`src/design/fir_pkg.sv`:
```
package fir_pkg;

  localparam int TAPS       = 32;
  localparam int SAMPLE_W   = 16;
  localparam int COEF_W     = 16;
  localparam int COEF_IDX_W = 5;
  localparam int CFG_IDX_W  = 2;
  localparam int CFG_DATA_W = 16;
  localparam int FRAC_BITS  = 15;

  localparam int TAP_W  = (TAPS > 1) ? $clog2(TAPS) : 1;
  localparam int PROD_W = SAMPLE_W + COEF_W;
  localparam int ACC_W  = PROD_W + TAP_W + 1;
  localparam int Q_W    = ACC_W - FRAC_BITS;

  localparam logic [CFG_IDX_W-1:0] CFG_COEF_INDEX = 2'd0;
  localparam logic [CFG_IDX_W-1:0] CFG_COEF_VALUE = 2'd1;

  typedef logic signed [SAMPLE_W-1:0] sample_t;
  typedef logic signed [COEF_W-1:0]   coef_t;

  typedef struct packed {
    logic clear;
    logic mul_en;
    logic acc_en;
  } mac_ctrl_t;

endpackage

```
`src/design/fir_taps.sv`:
```
module fir_taps
  import fir_pkg::*;
(
  input  logic             clk,
  input  logic             rst,
  input  logic             shift_en,
  input  sample_t          shift_sample,
  input  logic             wr_en,
  input  logic [TAP_W-1:0] wr_addr,
  input  coef_t            wr_data,
  input  logic [TAP_W-1:0] rd_addr,
  output sample_t          rd_sample,
  output coef_t            rd_coef
);

  sample_t delay [TAPS];
  coef_t   coefs [TAPS];

  always_ff @(posedge clk) begin
    if (rst) begin
      for (int k = 0; k < TAPS; k++) begin
        delay[k] <= '0;
      end
    end else if (shift_en) begin
      for (int k = TAPS - 1; k > 0; k--) begin
        delay[k] <= delay[k-1];
      end
      delay[0] <= shift_sample;
    end
  end

  always_ff @(posedge clk) begin
    if (rst) begin
      for (int k = 0; k < TAPS; k++) begin
        coefs[k] <= '0;
      end
    end else if (wr_en) begin
      coefs[wr_addr] <= wr_data;
    end
  end

  assign rd_sample = delay[rd_addr];
  assign rd_coef   = coefs[rd_addr];

endmodule

```
`src/design/fir_mac.sv`:
```
module fir_mac
  import fir_pkg::*;
(
  input  logic      clk,
  input  mac_ctrl_t ctrl,
  input  sample_t   sample,
  input  coef_t     coef,
  output sample_t   filtered,
  output logic      saturated
);

  localparam logic signed [Q_W-1:0]   Q_MAX    = Q_W'(2**(SAMPLE_W-1) - 1);
  localparam logic signed [Q_W-1:0]   Q_MIN    = -Q_W'(2**(SAMPLE_W-1));
  localparam logic signed [ACC_W-1:0] ROUND_IN = ACC_W'(2**FRAC_BITS - 1);

  logic signed [PROD_W-1:0] prod;
  logic signed [ACC_W-1:0]  acc;
  logic signed [ACC_W-1:0]  acc_adj;
  logic signed [Q_W-1:0]    q;

  always_ff @(posedge clk) begin
    if (ctrl.mul_en) begin
      prod <= PROD_W'(sample) * PROD_W'(coef);
    end
  end

  always_ff @(posedge clk) begin
    if (ctrl.clear) begin
      acc <= '0;
    end else if (ctrl.acc_en) begin
      acc <= acc + ACC_W'(prod);
    end
  end

  // Biasing negative sums before the arithmetic shift gives truncation toward zero.
  assign acc_adj = acc + (acc[ACC_W-1] ? ROUND_IN : '0);
  assign q       = acc_adj[ACC_W-1:FRAC_BITS];

  always_comb begin
    if (q > Q_MAX) begin
      filtered  = sample_t'(Q_MAX);
      saturated = 1'b1;
    end else if (q < Q_MIN) begin
      filtered  = sample_t'(Q_MIN);
      saturated = 1'b1;
    end else begin
      filtered  = q[SAMPLE_W-1:0];
      saturated = 1'b0;
    end
  end

endmodule

```
`src/design/fir_filter_mono.sv`:
```
// Direct-form FIR filter for one mono audio stream.
// Input channel: sample_valid / sample_stall carry sample_in; a transfer takes
// place on a clock edge with sample_valid high and sample_stall low.
// Output channel: result_valid / result_stall carry filtered_out and clipped,
// the latter set when the result was saturated to the 16-bit limits.
// Coefficients are loaded through the configuration channel (cfg_valid,
// cfg_ready, cfg_index, cfg_data): index 0 selects the table entry, index 1
// writes a Q1.15 coefficient there. The user must make writes only while no sample
// is in flight; the block itself does not enforce it. cfg_ready is always high.
// One shared multiplier and accumulator walk the taps, one tap per cycle.
// Each accepted sample passes through the RUN, DRAIN and DONE states before its
// result is loaded into the output register; sample_stall stays high until the block
// is back in IDLE, so a new sample is taken only after the last one is finished.
// If the receiver stalls, the finished result is held in the output register
// and the next sample can still be accepted and computed; it then waits until
// the output register is free.
// A synchronous reset clears the delay line, the coefficient table, the
// coefficient index and both channels.
module fir_filter_mono
  import fir_pkg::*;
(
  input  logic                  clk,
  input  logic                  rst,
  input  logic                  sample_valid,
  output logic                  sample_stall,
  input  sample_t               sample_in,
  output logic                  result_valid,
  input  logic                  result_stall,
  output sample_t               filtered_out,
  output logic                  clipped,
  input  logic                  cfg_valid,
  output logic                  cfg_ready,
  input  logic [CFG_IDX_W-1:0]  cfg_index,
  input  logic [CFG_DATA_W-1:0] cfg_data
);

  localparam logic [1:0] S_IDLE  = 2'd0;
  localparam logic [1:0] S_RUN   = 2'd1;
  localparam logic [1:0] S_DRAIN = 2'd2;
  localparam logic [1:0] S_DONE  = 2'd3;

  localparam logic [TAP_W-1:0] LAST_TAP = TAP_W'(TAPS - 1);

  logic [1:0]            state;
  logic [1:0]            state_next;
  logic [TAP_W-1:0]      cnt;
  logic [COEF_IDX_W-1:0] coef_index;

  logic      accept;
  logic      cfg_write;
  logic      coef_wr;
  logic      load_out;
  mac_ctrl_t mac_ctrl;
  sample_t   tap_sample;
  coef_t     tap_coef;
  sample_t   mac_filtered;
  logic      mac_saturated;

  assign cfg_ready    = 1'b1;
  assign sample_stall = (state != S_IDLE);
  assign accept       = sample_valid && !sample_stall;
  assign cfg_write    = cfg_valid && cfg_ready;
  assign coef_wr      = cfg_write && (cfg_index == CFG_COEF_VALUE) &&
                        (32'(coef_index) < 32'(TAPS));
  assign load_out     = (state == S_DONE) && (!result_valid || !result_stall);

  always_ff @(posedge clk) begin
    if (rst) begin
      coef_index <= '0;
    end else if (cfg_write && (cfg_index == CFG_COEF_INDEX)) begin
      coef_index <= cfg_data[COEF_IDX_W-1:0];
    end
  end

  always_comb begin
    state_next = state;
    unique case (state)
      S_IDLE: begin
        if (accept) state_next = S_RUN;
      end
      S_RUN: begin
        if (cnt == LAST_TAP) state_next = S_DRAIN;
      end
      S_DRAIN: begin
        state_next = S_DONE;
      end
      S_DONE: begin
        if (load_out) state_next = S_IDLE;
      end
      default: begin
        state_next = S_IDLE;
      end
    endcase
  end

  always_ff @(posedge clk) begin
    if (rst) begin
      state <= S_IDLE;
      cnt   <= '0;
    end else begin
      state <= state_next;
      if (state == S_RUN) begin
        cnt <= cnt + 1'b1;
      end else begin
        cnt <= '0;
      end
    end
  end

  assign mac_ctrl.clear  = accept;
  assign mac_ctrl.mul_en = (state == S_RUN);
  assign mac_ctrl.acc_en = ((state == S_RUN) && (cnt != '0)) || (state == S_DRAIN);

  fir_taps u_taps (
    .clk          (clk),
    .rst          (rst),
    .shift_en     (accept),
    .shift_sample (sample_in),
    .wr_en        (coef_wr),
    .wr_addr      (TAP_W'(coef_index)),
    .wr_data      (coef_t'(cfg_data)),
    .rd_addr      (cnt),
    .rd_sample    (tap_sample),
    .rd_coef      (tap_coef)
  );

  fir_mac u_mac (
    .clk       (clk),
    .ctrl      (mac_ctrl),
    .sample    (tap_sample),
    .coef      (tap_coef),
    .filtered  (mac_filtered),
    .saturated (mac_saturated)
  );

  always_ff @(posedge clk) begin
    if (rst) begin
      result_valid <= 1'b0;
    end else if (load_out) begin
      result_valid <= 1'b1;
    end else if (!result_stall) begin
      result_valid <= 1'b0;
    end
  end

  always_ff @(posedge clk) begin
    if (load_out) begin
      filtered_out <= mac_filtered;
      clipped      <= mac_saturated;
    end
  end

endmodule

```
`config.mk`:
```
export PLATFORM = sky130hd
export DESIGN_NAME = fir_filter_mono
export DESIGN_NICKNAME = d
export VERILOG_FILES = /design/src/design/fir_pkg.sv /design/src/design/fir_taps.sv /design/src/design/fir_mac.sv /design/src/design/fir_filter_mono.sv
export SDC_FILE = /design/constraint.sdc
export NUM_CORES = 2
export LEC_CHECK = 0
export BUFFER_PORTS_ARGS = -buffer_cell sky130_fd_sc_hd__buf_2
export CORE_ASPECT_RATIO = 1.1
export CORE_MARGIN = 4
export CORE_UTILIZATION = 60
export CTS_CLUSTER_DIAMETER = 60
export CTS_CLUSTER_SIZE = 40
export DETAILED_ROUTE_END_ITERATION = 8
export PLACE_DENSITY = 0.76
export SKIP_LAST_GASP = 1
export SYNTH_ARGS = -nofsm -noshare
export SYNTH_HDL_FRONTEND = slang
export SYNTH_SLANG_ARGS = --single-unit
```
`constraint.sdc`:
```
create_clock -name clk -period 34.7 [get_ports clk]
set_input_delay 1.735 -clock clk [delete_from_list [all_inputs] [get_ports clk]]
set_output_delay 1.735 -clock clk [all_outputs]
set_load 0.02 [all_outputs]
```
# --- Word-level counts from Yosys, hierarchy flattened ---
# Memories as Yosys holds them, arrays and structs flattened. A register that Yosys moved wholly into a read port is not among the register bits.
# Cells that the tools add are included.
op_classes:
  n_addsub: 3
  n_mul: 1
  order_cmp: 2
  n_eq_ne: 9
  n_mux: 54
  bitwise: 33
  reduce_logical: 17
op_table:
  columns: ["cell", "n"]
  rows:
  - ["2-to-1 mux 16 bit", 34]
  - ["adder 38 x 32 -> 38 bit", 1]
  - ["adder 38 bit", 1]
  - ["multiplier 16 x 16 -> 32 bit", 1]
  - ["bitwise OR 1 bit", 32]
  - ["> comparator 23 x 16 -> 1 bit, second input constant", 1]
  - ["less-than comparator 23 x 16 -> 1 bit, second input constant", 1]
  - ["OR reduction 16 bit", 1]
  - ["2-to-1 mux 15 bit", 1]
  - ["2-to-1 mux 5 bit", 3]
  - ["2-to-1 mux 1 bit", 12]
  - ["case mux 2 bit (4 select lines)", 1]
  - ["2-to-1 mux 2 bit", 3]
  - ["adder 5 x 1 -> 5 bit, second input constant", 1]
  - ["equality test 5 bit, second input constant", 1]
  - ["logical AND 1 bit", 5]
  - ["nonzero test 5 bit", 1]
  - ["equality test 2 x 1 -> 1 bit, second input constant", 2]
  - ["equality test 2 bit, second input constant", 2]
  - ["logical NOT 2 bit", 2]
  - ["!= test 2 x 1 -> 1 bit, second input constant", 2]
  - ["!= test 2 bit, second input constant", 2]
  - ["logical NOT 1 bit", 3]
  - ["AND reduction 3 bit", 1]
  - ["other kinds (4)", 5]
totals:
  reg_bits: 100
  ramBits: 1024
  inputBits: 39
  output_inout_bits: 20
  mem_count: 2
mem_list:
  columns: ["memory", "depth", "width", "rd", "rd_clocked_by_memory_dff", "write_ports", "line_no", "source"]
  rows:
  - ["u_taps.coefs", 32, 16, 1, 1, 32, "fir_taps.sv:17", "coef_t coefs [TAPS];"]
  - ["u_taps.delay", 32, 16, 32, 1, 32, "fir_taps.sv:16", "sample_t delay [TAPS];"]

# --- Depth between registers and ports, before layout ---
depth:
  depth_word: 7
  depth_mapped: 31

# --- Modules after synthesis ---
# From an unflattened synthesis, not the netlist that was laid out.
unflattened:
  hier_cells: 5184
  area_unflattened_um2: 63350.8
modules_own_cells:
  columns: ["mod", "instances", "cells_each", "area_per_inst_um2", "seq_area_each_um2"]
  rows:
  - ["fir_taps", 1, 3429, 47214.0, 30749.5]
  - ["fir_mac", 1, 1672, 14983.1, 1721.7]
  - ["fir_filter_mono", 1, 83, 1153.6, 770.7]

# --- Least setup slack after synthesis ---
# Ideal clock, no wire load.
synth_timing:
  kind: "input to register"
  start: "input rst"
  end: "memory u_taps.delay[0][0] (netlist name), enable pin"
  setup_time_ns: 0.970
  arrival_time_ns: 14.394
  slack_ns: 19.335
  stages: 3
  cell_sequence: "clkbuf_1 clkbuf_1 nand2b_1"
synth_rtl:
  columns: ["item", "line_no", "source"]
  rows:
  - ["from (decl)", "fir_filter_mono.sv:23", "input logic rst,"]
  - ["to (decl)", "fir_taps.sv:16", null]

==> impl_metrics.toml <==
[worst_setup_path]
startpoint_type = "flop"
path_class = "flop to flop"
crit_slowest_cell = "dfxtp_4"
critPathMaxFanout = 72
critPathArrivalTime_ns = 10.69
endpoint_kind = "flop"
worstPathRequired_ns = 35.09
critPathMaxStageDelay_ns = 0.90

[final_layout]
final_nets = 4774
area_delta_synth_final_pct = 7.032
utilization_pct = 64.73
drive_gt1_share_pct = 15.91

[route]
wl_per_cell_um = 22.10
ant_nets = 0
routed_wl_um = 127500
num_vias = 34290
vias_per_cell = 5.942
drt-pass1-iter-count = 6
drt_iter0_drc = 3047
drc = 0

[place]
port_buffers = 57
dp_slack_ns = 24.37
hpwlAfterDp_um = 83140
place.gp.congestion = 0.8856

[cts]
cts-hold-fix-buffers = 0
worst_setup_hold_path_clk_slew_ns = 0.09
cts.path.max_buffers = 3
cts_sinks = 1124
cts_setup_buffers = 0
htree_levels = 3
insertion_delay_ns = 0.71
cts_resized = 0
cts_root_buf = "clkbuf_16"
cts_made_buffers = 75
cts_tree = "built"

[sta]
slew_headroom_pct = 20.81
fmax_mhz = 97.11
fin_ws_ns = 24.40
whs_ns = 0.4871
final-setup-viol-count = 0
clock_skew_ns = 0.06717
rsz0062_at_grt = "no"
finalMaxSlewViolations = 0
fin_crit_ns = 10.30
setup_tns_ns = 0
tightestPinTransition_ns = 1.185
hold_viol = 0
fin_crit_sh_pct = 29.68

[logic_synthesis]
yosys-mux-area-fraction_pct = 12.66
ys_seq_elements = 1124
yosys_warnings = 0
syn_avg_cell_area_um2 = 14.08
synthAdderAreaFrac_pct = 11.37
synth_most_common_cell = "edfxtp_1"
ys.flop_type = "edfxtp_1"
synth_commonest_cells = "edfxtp_1 (1073), and2_1 (1030), mux4_2 (320)"
async_flop_share_pct = 0
synth_cells = 4390
synthDominantCellAreaShare_pct = 52.14
synth_largest_area_cell = "edfxtp_1"
synthesis.area_mm2 = 0.06180
synth-xor-area-share_pct = 1.162
ys_seq_area_share_pct = 53.79
ys_types = 80
synth_edf_count = 1073
synth_nets = 4833
ys_top_cells_by_area = "edfxtp_1 (52%), mux4_2 (12%), and2_1 (10%)"
synth-simple-area-share_pct = 14.59
synth_top_family_by_area = "simple AND/OR/NAND/NOR gates"
synth-compound-area-share_pct = 2.577

[flow_run]
drv_cap = 0

[global_routing]
first_global_vias = 34920
grt_pass1_wl_um = 202300
grt_overflow = 0
antenna_found_initial = 6
grt_usage_pct = 24.21
grt_max_degree = 148

[min_path]
hp-class = "flop to flop"

[floorplan]
start_util_pct = 60.47
die_w_um = 314.0
core_mm2 = 0.1022
rows = 123
die_area_mm2 = 0.1082
io_pins = 59
fp.dieH_um = 344.6

[pwr]
power_w = 0.006689
p_leak_nw = 25.60
ir_drop_v = 0.0002407
p_per_area_mw_per_mm2 = 101.1

[status]
status = "completed"
## power breakdown
group          switching (W)  internal [W]  leakage (nW)
registers           0.000125       0.00190          11.7
clock network       0.000557      0.000480          1.39
logic                0.00201       0.00162          12.5
total                0.00270       0.00399          25.6
## worst max-delay path: cells and delay by family, from the launching register on
kind / cells / cell delay (ns)
xor gates and xnor gates: 1 / 0.08
adders and majority gates: 7 / 3.30
and+or+nand+nor: 2 / 0.26
DFF: 1 / 0.90
AOI/OAI and AO/OA: 7 / 1.56
buffers and inverters: 8 / 1.80
muxes: 3 / 2.02
## cells in the final DEF, fill, tap and decap left out, types with 15 or more instances in the layout
cell,n
and2_1,1030
xnor2_1,57
dfxtp_1,46
edfxtp_1,1073
o21ai_0,42
a21oi_1,83
or2_2,49
xor2_1,25
buf_4,67
buf_2,57
nor2b_1,17
clkbuf_16,75
a21o_1,35
nand3_1,22
nand2b_1,27
fa_1,263
mux4_2,320
nor3_1,15
ha_1,141
inv_1,316
mux2i_4,15
nor2_1,238
nand2_1,147
## per-stage QoR
stage,instance area [um^2],cells
2_1_floorplan,61800,4390
3_3_place_gp,63220,5629
3_5_place_dp,63220,5629
4_1_cts,66140,5768
5_1_grt,66140,5769
6_report,66140,5770
## cell families (layout without fill, tap and decap cells)
logic type               Yosys count  count (layout)
flip-flops                      1124            1124
XOR/XNOR                          82              82
other                              1               3
AO/OA/AOI/OAI                    243             243
adder cells (fa/ha/maj)          404             404
buffers and inverters            585             588
AND/OR/NAND/NOR                 1591            1591
multiplexers                     360             360
## flip-flops by register name, indices dropped and copies added (netlist names)
signal        flops
u_mac.acc        38
cnt               5
u_taps.delay    512
clipped           1
result_valid      1
u_taps.coefs    512
filtered_out     16
coef_index        5
u_mac.prod       32
state             2
## routing by layer
metal	up-vias	global-route usage [%]	wire length [um]
met4	6	7.170	3564
li1	15280	-	-
met2	1135	38.29	60280
met5	-	0	32
met1	17660	35.70	54760
met3	205	3.554	8905
## worst paths after layout
check                                 endpoint           from  slack (ns)  cells after the start
worst max register to register  u_mac.prod[26]         cnt[0]       24.40                     28
worst min register to register   u_mac.acc[12]  u_mac.acc[12]        0.49                      2
worst max-delay path            u_mac.prod[26]         cnt[0]       24.40                     28
worst min-delay path             u_mac.acc[12]  u_mac.acc[12]        0.49                      2
## final cells by class
cell class | count | area [um^2]
fill | 7299 | 36050
multi-input combinational | 2681 | 26220
clock inverter | 63 | 1035
tap | 1375 | 1720
sequential | 1124 | 33260
timing repair buffer | 125 | 808.3
inverter | 324 | 1216
antenna | 2 | 5.005
clock buffer | 76 | 1881
(Power assumes the default switching activity.)
